<file path="config.mk">
export PLATFORM = sky130hd
export DESIGN_NAME = escaped_serial_frame_receiver_unit
export DESIGN_NICKNAME = d
export VERILOG_FILES = /design/src/esfr_pkg.sv /design/src/escaped_serial_frame_receiver_unit.sv /design/src/esfr_in_reg.sv /design/src/esfr_core.sv /design/src/esfr_out_reg.sv
export SDC_FILE = /design/constraint.sdc
export NUM_CORES = 1
export LEC_CHECK = 0
export ABC_AREA = 0
export BUFFER_PORTS_ARGS = -buffer_cell sky130_fd_sc_hd__buf_2
export CAP_MARGIN = 20
export CORE_ASPECT_RATIO = 1.4
export CORE_UTILIZATION = 50
export CTS_BUF_LIST = sky130_fd_sc_hd__clkbuf_2
export DETAILED_ROUTE_END_ITERATION = 8
export GPL_ROUTABILITY_DRIVEN = 0
export GPL_TIMING_DRIVEN = 1
export PLACE_DENSITY = 0.82
export SYNTH_ARGS = -nofsm -noshare
export SYNTH_HDL_FRONTEND = slang
export SYNTH_SLANG_ARGS = --single-unit
</file>
<file path="constraint.sdc">
create_clock -name i_clk -period 4.8 [get_ports i_clk]
set_input_delay 0.24 -clock i_clk [delete_from_list [all_inputs] [get_ports i_clk]]
set_output_delay 0.24 -clock i_clk [all_outputs]
set_load 0.005 [all_outputs]
</file>
<file path="src/esfr_pkg.sv">
// ----------------------------------------------------------------------------
// Escaped serial frame receiver package
// Shared types and constants for the frame receiver modules.
// ----------------------------------------------------------------------------
package esfr_pkg;

    localparam logic [7:0] SYNC_BYTE    = 8'hE0;
    localparam logic [7:0] ESC_BYTE     = 8'hD0;
    localparam int         HEADER_BYTES = 5;

    localparam int POS_W = 9;

    localparam logic [2:0] POS_LENGTH  = 3'd1;
    localparam logic [2:0] POS_ADDRESS = 3'd2;
    localparam logic [2:0] POS_SEQ     = 3'd3;
    localparam logic [2:0] POS_COMMAND = 3'd4;

    typedef enum logic [2:0] {
        EV_PAYLOAD  = 3'd0,
        EV_GOOD     = 3'd1,
        EV_BAD      = 3'd2,
        EV_SYNC     = 3'd3,
        EV_OVERFLOW = 3'd4
    } t_event;

    typedef struct packed {
        logic [7:0] payload_length;
        logic [7:0] command;
        logic [7:0] sequence_res;
        logic [7:0] address;
        logic [7:0] frame_length;
        logic [7:0] payload_index;
        logic [7:0] data_byte;
        t_event     event_res;
    } t_result;

endpackage

</file>
<file path="src/escaped_serial_frame_receiver_unit.sv">
// ----------------------------------------------------------------------------
// Escaped serial frame receiver
// Rebuilds sync-byte framed, escaped request frames from a byte stream.
// ----------------------------------------------------------------------------
// One received byte per beat is accepted every clock cycle while the result
// side keeps up; each byte passes an input register and the frame decoder,
// which updates position, escape and checksum, and its result is held in the
// result register. A payload byte, a frame good or bad event, a sync error or
// a length overflow each give one result beat; other bytes give none. When the
// result register is stalled the input stops after one further byte is held.
module escaped_serial_frame_receiver_unit
    import esfr_pkg::*;
(
    input  logic        i_clk,
    input  logic        i_rst_n,
    input  logic        s_tvalid,
    output logic        s_tready,
    input  logic [7:0]  s_tdata,   // rx_byte
    output logic        m_tvalid,
    input  logic        m_tready,
    // data_byte, payload_index, frame_length, address, sequence_res, command,
    // payload_length
    output logic [55:0] m_tdata,
    output logic [2:0]  m_tuser    // event_res
);

    logic       in_valid;
    logic [7:0] in_byte;
    logic       out_free;
    logic       advance;
    logic       res_valid;
    t_result    res;
    t_result    out_res;

    assign advance = in_valid && out_free;

    esfr_in_reg u_in_reg (
        .i_clk     (i_clk),
        .i_rst_n   (i_rst_n),
        .i_valid   (s_tvalid),
        .o_ready   (s_tready),
        .i_byte    (s_tdata),
        .i_advance (advance),
        .o_valid   (in_valid),
        .o_byte    (in_byte)
    );

    esfr_core u_core (
        .i_clk       (i_clk),
        .i_rst_n     (i_rst_n),
        .i_en        (advance),
        .i_byte      (in_byte),
        .o_res_valid (res_valid),
        .o_res       (res)
    );

    esfr_out_reg u_out_reg (
        .i_clk       (i_clk),
        .i_rst_n     (i_rst_n),
        .i_load      (advance),
        .i_res_valid (res_valid),
        .i_res       (res),
        .i_ready     (m_tready),
        .o_free      (out_free),
        .o_valid     (m_tvalid),
        .o_res       (out_res)
    );

    assign m_tuser = out_res.event_res;
    assign m_tdata = {out_res.payload_length, out_res.command, out_res.sequence_res,
                      out_res.address, out_res.frame_length, out_res.payload_index,
                      out_res.data_byte};

endmodule

</file>
<file path="src/esfr_in_reg.sv">
// ----------------------------------------------------------------------------
// Input register
// Holds one received byte until the frame logic takes it.
// ----------------------------------------------------------------------------
module esfr_in_reg
    import esfr_pkg::*;
(
    input  logic       i_clk,
    input  logic       i_rst_n,
    input  logic       i_valid,
    output logic       o_ready,
    input  logic [7:0] i_byte,
    input  logic       i_advance,
    output logic       o_valid,
    output logic [7:0] o_byte
);

    logic       r_valid;
    logic [7:0] r_byte;

    assign o_ready = !r_valid || i_advance;
    assign o_valid = r_valid;
    assign o_byte  = r_byte;

    always_ff @(posedge i_clk) begin
        if (!i_rst_n) begin
            r_valid <= 1'b0;
        end else if (o_ready) begin
            r_valid <= i_valid;
        end
    end

    always_ff @(posedge i_clk) begin
        if (o_ready && i_valid) begin
            r_byte <= i_byte;
        end
    end

endmodule

</file>
<file path="src/esfr_core.sv">
// ----------------------------------------------------------------------------
// Frame decoder
// Tracks frame position, escape and checksum, and forms at most one result per byte.
// ----------------------------------------------------------------------------
module esfr_core
    import esfr_pkg::*;
(
    input  logic       i_clk,
    input  logic       i_rst_n,
    input  logic       i_en,
    input  logic [7:0] i_byte,
    output logic       o_res_valid,
    output t_result    o_res
);

    logic [POS_W-1:0] r_pos, n_pos;
    logic             r_esc, n_esc;
    logic [7:0]       r_sum, n_sum;
    logic [7:0]       r_len, n_len;
    logic [7:0]       r_addr, n_addr;
    logic [7:0]       r_seq, n_seq;
    logic [7:0]       r_cmd, n_cmd;
    logic [7:0]       r_plen, n_plen;

    logic             take;
    logic [7:0]       d;
    logic [POS_W-1:0] frame_end;
    logic [POS_W-1:0] idx_full;

    assign frame_end = {1'b0, r_len} + POS_W'(1);
    assign idx_full  = r_pos - POS_W'(HEADER_BYTES + 1);

    always_comb begin
        n_pos       = r_pos;
        n_esc       = r_esc;
        n_sum       = r_sum;
        n_len       = r_len;
        n_addr      = r_addr;
        n_seq       = r_seq;
        n_cmd       = r_cmd;
        n_plen      = r_plen;
        take        = 1'b0;
        d           = i_byte;
        o_res_valid = 1'b0;
        o_res.event_res     = EV_PAYLOAD;
        o_res.data_byte     = 8'd0;
        o_res.payload_index = 8'd0;

        if (r_pos == '0) begin
            if (i_byte == SYNC_BYTE) begin
                n_pos  = POS_W'(1);
                n_esc  = 1'b0;
                n_sum  = 8'd0;
                n_len  = 8'd0;
                n_addr = 8'd0;
                n_seq  = 8'd0;
                n_cmd  = 8'd0;
                n_plen = 8'd0;
            end
        end else if (r_esc) begin
            n_esc = 1'b0;
            d     = i_byte + 8'd1;
            take  = 1'b1;
        end else if (i_byte == SYNC_BYTE) begin
            n_pos           = '0;
            o_res_valid     = 1'b1;
            o_res.event_res = EV_SYNC;
        end else if (i_byte == ESC_BYTE) begin
            n_esc = 1'b1;
        end else begin
            take = 1'b1;
        end

        if (take) begin
            if (r_pos <= POS_W'(HEADER_BYTES)) begin
                case (r_pos[2:0])
                    POS_LENGTH:  n_len  = d;
                    POS_ADDRESS: n_addr = d;
                    POS_SEQ:     n_seq  = d;
                    POS_COMMAND: n_cmd  = d;
                    default:     n_plen = d;
                endcase
                n_sum = r_sum + d;
                n_pos = r_pos + POS_W'(1);
            end else if (r_pos > frame_end) begin
                n_pos           = '0;
                o_res_valid     = 1'b1;
                o_res.event_res = EV_OVERFLOW;
            end else if (r_pos == frame_end) begin
                n_pos           = '0;
                o_res_valid     = 1'b1;
                o_res.event_res = (d == r_sum) ? EV_GOOD : EV_BAD;
            end else begin
                n_sum               = r_sum + d;
                n_pos               = r_pos + POS_W'(1);
                o_res_valid         = 1'b1;
                o_res.event_res     = EV_PAYLOAD;
                o_res.data_byte     = d;
                o_res.payload_index = idx_full[7:0];
            end
        end

        o_res.frame_length   = n_len;
        o_res.address        = n_addr;
        o_res.sequence_res   = n_seq;
        o_res.command        = n_cmd;
        o_res.payload_length = n_plen;
    end

    always_ff @(posedge i_clk) begin
        if (!i_rst_n) begin
            r_pos  <= '0;
            r_esc  <= 1'b0;
            r_sum  <= 8'd0;
            r_len  <= 8'd0;
            r_addr <= 8'd0;
            r_seq  <= 8'd0;
            r_cmd  <= 8'd0;
            r_plen <= 8'd0;
        end else if (i_en) begin
            r_pos  <= n_pos;
            r_esc  <= n_esc;
            r_sum  <= n_sum;
            r_len  <= n_len;
            r_addr <= n_addr;
            r_seq  <= n_seq;
            r_cmd  <= n_cmd;
            r_plen <= n_plen;
        end
    end

endmodule

</file>
<file path="src/esfr_out_reg.sv">
// ----------------------------------------------------------------------------
// Result register
// Holds one result beat until the downstream side takes it.
// ----------------------------------------------------------------------------
module esfr_out_reg
    import esfr_pkg::*;
(
    input  logic    i_clk,
    input  logic    i_rst_n,
    input  logic    i_load,
    input  logic    i_res_valid,
    input  t_result i_res,
    input  logic    i_ready,
    output logic    o_free,
    output logic    o_valid,
    output t_result o_res
);

    logic    r_valid;
    t_result r_res;

    assign o_free  = !r_valid || i_ready;
    assign o_valid = r_valid;
    assign o_res   = r_res;

    always_ff @(posedge i_clk) begin
        if (!i_rst_n) begin
            r_valid <= 1'b0;
        end else if (i_load) begin
            r_valid <= i_res_valid;
        end else if (i_ready) begin
            r_valid <= 1'b0;
        end
    end

    always_ff @(posedge i_clk) begin
        if (i_load && i_res_valid) begin
            r_res <= i_res;
        end
    end

endmodule

</file>
==> Yosys cells after proc, flatten, opt, wreduce, memory -nomap -nowiden <==
Cells that the tools add are included.
{ "word_totals": {"inputBits": 12, "register_bits": 127} }
{ "classes": {"n_eq_ne": 11, "add_sub_neg": 5, "n_reduce_logical": 14, "n_lt_le_gt_ge": 2, "n_bitwise": 1, "n_mux": 65} }
{ "op_table": {"columns": ["op", "n"], "rows": [
  ["8-bit two-way mux", 33],
  ["9-bit two-way mux", 8],
  ["3-bit two-way mux", 6],
  ["8-bit == test (second input constant)", 2],
  ["1-bit two-way mux", 16],
  ["8-bit by 1-bit adder with 9-bit output (second input constant)", 1],
  ["9-bit by 1-bit adder with 9-bit output (second input constant)", 1],
  ["9-bit == test", 1],
  ["9-bit > comparator", 1],
  ["9-bit by 3-bit less-or-equal comparator with 1-bit output (second input constant)", 1],
  ["9-bit zero test", 1],
  ["8-bit by 1-bit adder with 8-bit output (second input constant)", 1],
  ["8-bit adder", 1],
  ["8-bit == test", 1],
  ["4-bit OR reduction", 2],
  ["8-bit by 3-bit subtractor with 8-bit output (second input constant)", 1],
  ["3-bit by 2-bit == test with 1-bit output (second input constant)", 2],
  ["2-bit two-way mux", 2],
  ["4-bit AND reduction", 1],
  ["3-bit by 1-bit == test with 1-bit output (second input constant)", 1],
  ["3-bit == test (second input constant)", 1],
  ["1-bit logical AND", 3],
  ["3-bit by 2-bit inequality test with 1-bit output (second input constant)", 1],
  ["3-bit inequality test (second input constant)", 1],
  ["other kinds (7)", 9]
]} }

==> Depth between registers and ports, before layout <==
{ "logic_depth": {"depth_word": 9, "mapped_depth": 14, "ltp_nobuf": 14} }

==> By module <==
A second synthesis with hierarchy kept.
{ "unflattened": {"hier_cells": 579, "hier_area_um2": 6039.5} }
{ "modules_own_cells": {"columns": ["module", "seq_area_each_um2", "cells_each", "instances", "area_each_um2"], "rows": [
  ["esfr_core", 1161.1, 501, 1, 3912.5],
  ["esfr_out_reg", 1791.7, 64, 1, 1823.0],
  ["esfr_in_reg", 260.2, 13, 1, 297.8],
  ["escaped_serial_frame_receiver_unit", 0.0, 1, 1, 6.3]
]} }

==> Worst setup path after synthesis <==
Ideal clock, no wire load.
{ "synth_timing": {"path_kind": "register to register", "startpoint": "reg u_core.r_pos[0]", "endpoint": "reg u_core.r_sum[7]", "slack_ps": 1486, "arrival_time_ps": 3235, "synth_period_minus_slack_ps": 3314, "path_stages_with_launch": 15, "path_buffers": 0, "path_cell_list": "dfxtp_1 inv_1 ha_1 nor4b_2 a21boi_1 nand4_1 xor2_1 inv_1 ha_1 nand3_1 o211ai_1 o41ai_1 nor3_1 or2_0 o211ai_1"} }
{ "synth_between": {"elab_chain_len": 7, "word_cells_on_any_way": 12, "cone_classes": "add/sub: 1; order compare: 2; eq/ne: 1; mux: 7; reduce/logical: 1"} }
{ "synth_rtl": {"columns": ["element", "line", "text"], "rows": [
  ["start: declaration", "esfr_core.sv:16", "logic [POS_W-1:0] r_pos, n_pos;"],
  ["start signal: assignment", "esfr_core.sv:121", "r_pos <= n_pos;"],
  ["9-bit zero test *", "esfr_core.sv:49", "if (r_pos == '0) begin"],
  ["8-bit two-way mux *", "esfr_core.sv:49", null],
  ["via u_core.d[4]", "esfr_core.sv:26", "logic [7:0] d;"],
  ["8-bit adder *", "esfr_core.sv:83, esfr_core.sv:94", null],
  ["8-bit two-way mux", "esfr_core.sv:89", "end else if (r_pos == frame_end) begin"],
  ["8-bit two-way mux", "esfr_core.sv:85", "end else if (r_pos > frame_end) begin"],
  ["8-bit two-way mux *", "esfr_core.sv:75", "if (r_pos <= POS_W'(HEADER_BYTES)) begin"],
  ["8-bit two-way mux *", "esfr_core.sv:74", "if (take) begin"],
  ["end signal: assignment", "esfr_core.sv:123", "r_sum <= n_sum;"],
  ["end: declaration", "esfr_core.sv:18", "logic [7:0] r_sum, n_sum;"]
]} }
Mark *: on every way through the listed nets, which the timed path passes. The rest lies on a longest branch.
A chain may end at the register's enable or synchronous reset.

==> Worst setup path in the final report <==
{ "layout_timing": {"startpoint": "reg u_core.r_pos[1]", "endpoint": "reg u_core.r_sum[7]"} }
Same word-level chain as after synthesis.

==> run summary <==
Multi-input gate area: 2695 sq um
Synth cell types: 60
Reg power frac: 0.594
Starting Density: 0.5159
Synth top cells by count: nor2_1, edfxtp_1, dfxtp_1
CTS tree: done
minimum hold slack: 0.2506 ns
Remaining DRCs: 0
Worst Tran Pin Value: 0.7834 ns
post_cts resized: 0
status: completed
Yosys top cell area share: 0.3283
post-DR wirelength/cell: 18.62 um
CP startpoint kind: register
Critical Path AT: 4.84 ns
Final period util: 0.8770
Storage cell area: 3213 sq um
Critical Path End: u_core.r_sum[7]
Cell Rows: 47
GRT Util Overall: 0.2597
post-synthesis net count: 624
Design Area, Final: 6955 sq um
I/O Pins: 73
CP Launch Point: u_core.r_pos[1]
CTS root buf: clkbuf_2
Gate power share: 0.039
Peak Freq: 237.5 MHz
r2r startpoint: u_core.r_pos[1]
Skew-Pair Late Insertion Delay: 0.70 ns
vias: 5104
Worst Path Required: 5.43 ns
Worst VDD drop: 0.1345 mV
top cells by area, synth: edfxtp_1, dfxtp_1, ha_1
clock group share of total power: 0.367
setup TNS: 0 ns
Die Ht: 133.0 um
worst reg-to-reg path cell count: 14
Antenna Nets Post-Route: 0
pre-CTS WS: 0.7698 ns
Hold Vio Cnt, Final: 0
internal power: 1.458 mW
most frequent cell after synthesis: nor2_1
fillers: 1023
Setup crit end kind: register
total gr overflow: 0
clock slew at reported path FFs: 0.20 ns
Synth Flop Type: edfxtp_1
largest net degree at the start of global routing: 46
area delta synth->final: 13.50%
number of flops mapped to enable cells by yosys: 67
Synth async-reset ratio: 0
min Tclk post-route: 4.210 ns
Setup Skew: 0.03537 ns
final setup violation count: 0
initial antenna violation count: 1
switching power share of the total: 0.2436
Syn Area/Cell: 10.49 sq um
Clock Sinks: 127
Max-Cap Viols: 0
Yosys reg bits: 127
YS warnings: 0
Total Die Area: 12710 sq um
crit path max fanout: 8
Power Dens Cells: 277.1 nW/um^2
Finished Core Util: 0.5855
port buffer count: 72
post-synthesis cell count: 584
DPL Wire Length: 10.82 mm
DR vias/cell: 6.194
Reg-to-Reg End: u_core.r_sum[7]
TritonCTS Buffers: 17
Post-layout nets: 703
critical path's largest stage delay: 0.53 ns
RSZ-0062 raised after global routing: no
Die Wd: 95.57 um
Slew HR: 0.4778
crit-path cells: inv_1, ha_1, nor4b_2, a21boi_1, nand4_1, xor2_1, inv_1, ha_1, nand3_1, o211ai_1, o41ai_1, nor3_1, or2_0, o211ai_1
r2r setup slk: 0.59 ns
Routed Wire Length: 15.35 mm
Leakage: 2.678 nW
post-synthesis sequential area ratio: 0.5243
Max Slew Vio Count: 0
global-route wire length before repair: 25.00 mm
vias in the first global route: 5003
Core Footprint: 11880 sq um
H-tree Lvls: 4
Worst Hold Class: input pin to register
clk buf depth: 2
Final WS setup: 0.5903 ns
1st-iter DRT viols: 637
area leader, netlist: edfxtp_1
Netlist Area Pre-Place: 6128 sq um
switching power: 0.4696 mW
Post-DP Area: 6576 sq um
Slowest-stage cell, CP: dfxtp_1
share of layout cells above drive strength 1: 0.1893
Crit Path Class: register to register
drt pass-1 iters: 6
## cells by family after synthesis
family | share of synthesized area
simple gates | 0.1715
compound gates | 0.1719
flops | 0.5243
buf+inv | 0.03614
fa+ha+maj | 0.05839
xor+xnor | 0.03777
## flip-flops by register name (all words and copies together) (netlist names)
signal / flops
u_out_reg.o_valid: 1
u_core.r_addr: 8
u_in_reg.o_byte: 8
u_out_reg.o_res: 59
u_core.r_plen: 8
u_core.r_sum: 8
u_core.r_seq: 8
u_core.r_len: 8
u_core.r_esc: 1
u_core.r_pos: 9
u_core.r_cmd: 8
u_in_reg.o_valid: 1
## how the worst min path moves through the flow
stage               slack [ns]                  to  cells after the start  startpoint
finish                    0.25  u_in_reg.o_byte[3]                      2  s_tdata[3]
global route              0.20  u_in_reg.o_byte[3]                      2  s_tdata[3]
CTS                       0.21  u_in_reg.o_byte[5]                      2  s_tdata[5]
detailed placement        0.42  u_in_reg.o_byte[0]                      1  s_tdata[0]
global placement          0.42  u_in_reg.o_byte[3]                      1  s_tdata[3]
floorplan                 0.34  u_in_reg.o_byte[0]                      0  s_tdata[0]
## metrics by stage
step	total power, mW	instances
6_report	1.927	824
4_1_cts	1.930	823
5_1_grt	1.984	824
2_1_floorplan	1.208	584
3_5_place_dp	1.234	779
3_3_place_gp	1.231	779
## per-layer routing
metal,vias to the layer above,part of all wire,track usage
li1,2327,-,-
met1,2403,0.37,0.3013
met2,295,0.49,0.4218
met3,79,0.071,0.05977
met4,0,0.068,0.1692
met5,-,0,0
## power groups by stage
stage | clock [mW] | sequential [mW] | combinational (mW)
3_3_place_gp | 0 | 1.17 | 0.0634
2_1_floorplan | 0 | 1.17 | 0.0421
5_1_grt | 0.758 | 1.15 | 0.0797
3_5_place_dp | 0 | 1.17 | 0.0656
4_1_cts | 0.713 | 1.14 | 0.0727
6_report | 0.707 | 1.15 | 0.0750
## critical path: cells and delay by family, from the launching register on
family          cells  cell delay (ns)
flops               1             0.53
simple gates        5             0.85
fa+ha+maj           2             0.70
buf+inv             2             0.41
xor+xnor            1             0.48
compound gates      4             1.16
## cell usage in the layout (no fill, tap or decap), types with 2 or more instances in the layout
| cell | n |
|---|---|
| nor2_1 | 75 |
| buf_2 | 72 |
| edfxtp_1 | 67 |
| dfxtp_1 | 60 |
| nand3_1 | 58 |
| o21ai_0 | 45 |
| a22oi_1 | 40 |
| ha_1 | 27 |
| inv_1 | 19 |
| clkbuf_2 | 19 |
| a21oi_1 | 16 |
| nand2_1 | 12 |
| a22o_1 | 12 |
| dlygate4sd3_1 | 12 |
| xnor2_1 | 11 |
| xor2_1 | 11 |
| and3_1 | 10 |
| nand4_1 | 8 |
| a21o_1 | 8 |
| nor3_1 | 7 |
| o21a_1 | 6 |
| clkinvlp_4 | 6 |
| buf_4 | 6 |
| nor2b_1 | 4 |
| nand2b_1 | 3 |
| or3_1 | 3 |
| and2_1 | 3 |
| and4_1 | 3 |
| a31o_2 | 3 |
| a31o_1 | 3 |
| o211ai_1 | 3 |
| bufinv_16 | 3 |
| o21bai_1 | 2 |
| a211oi_1 | 2 |
| and3_4 | 2 |
| clkinv_1 | 2 |
| or2_2 | 2 |
| inv_6 | 2 |
## layout make-up
| class | instances | area share |
|---|---|---|
| well taps | 147 | 0.02644 |
| repair buffers | 90 | 0.07555 |
| inverters | 21 | 0.01133 |
| clock inverters | 13 | 0.02321 |
| clock buffers | 19 | 0.01367 |
| multi-input cells | 406 | 0.3875 |
| flip-flops and latches | 127 | 0.4620 |
| diodes | 1 | 0.0003598 |
## what timing repair did
action,4_1_cts,5_1_grt
endpoints found under the hold margin,12,0
setup buffers,0,0
hold buffers,12,0
endpoints found under the setup margin,0,0
Power figures use the tool's default switching activity.
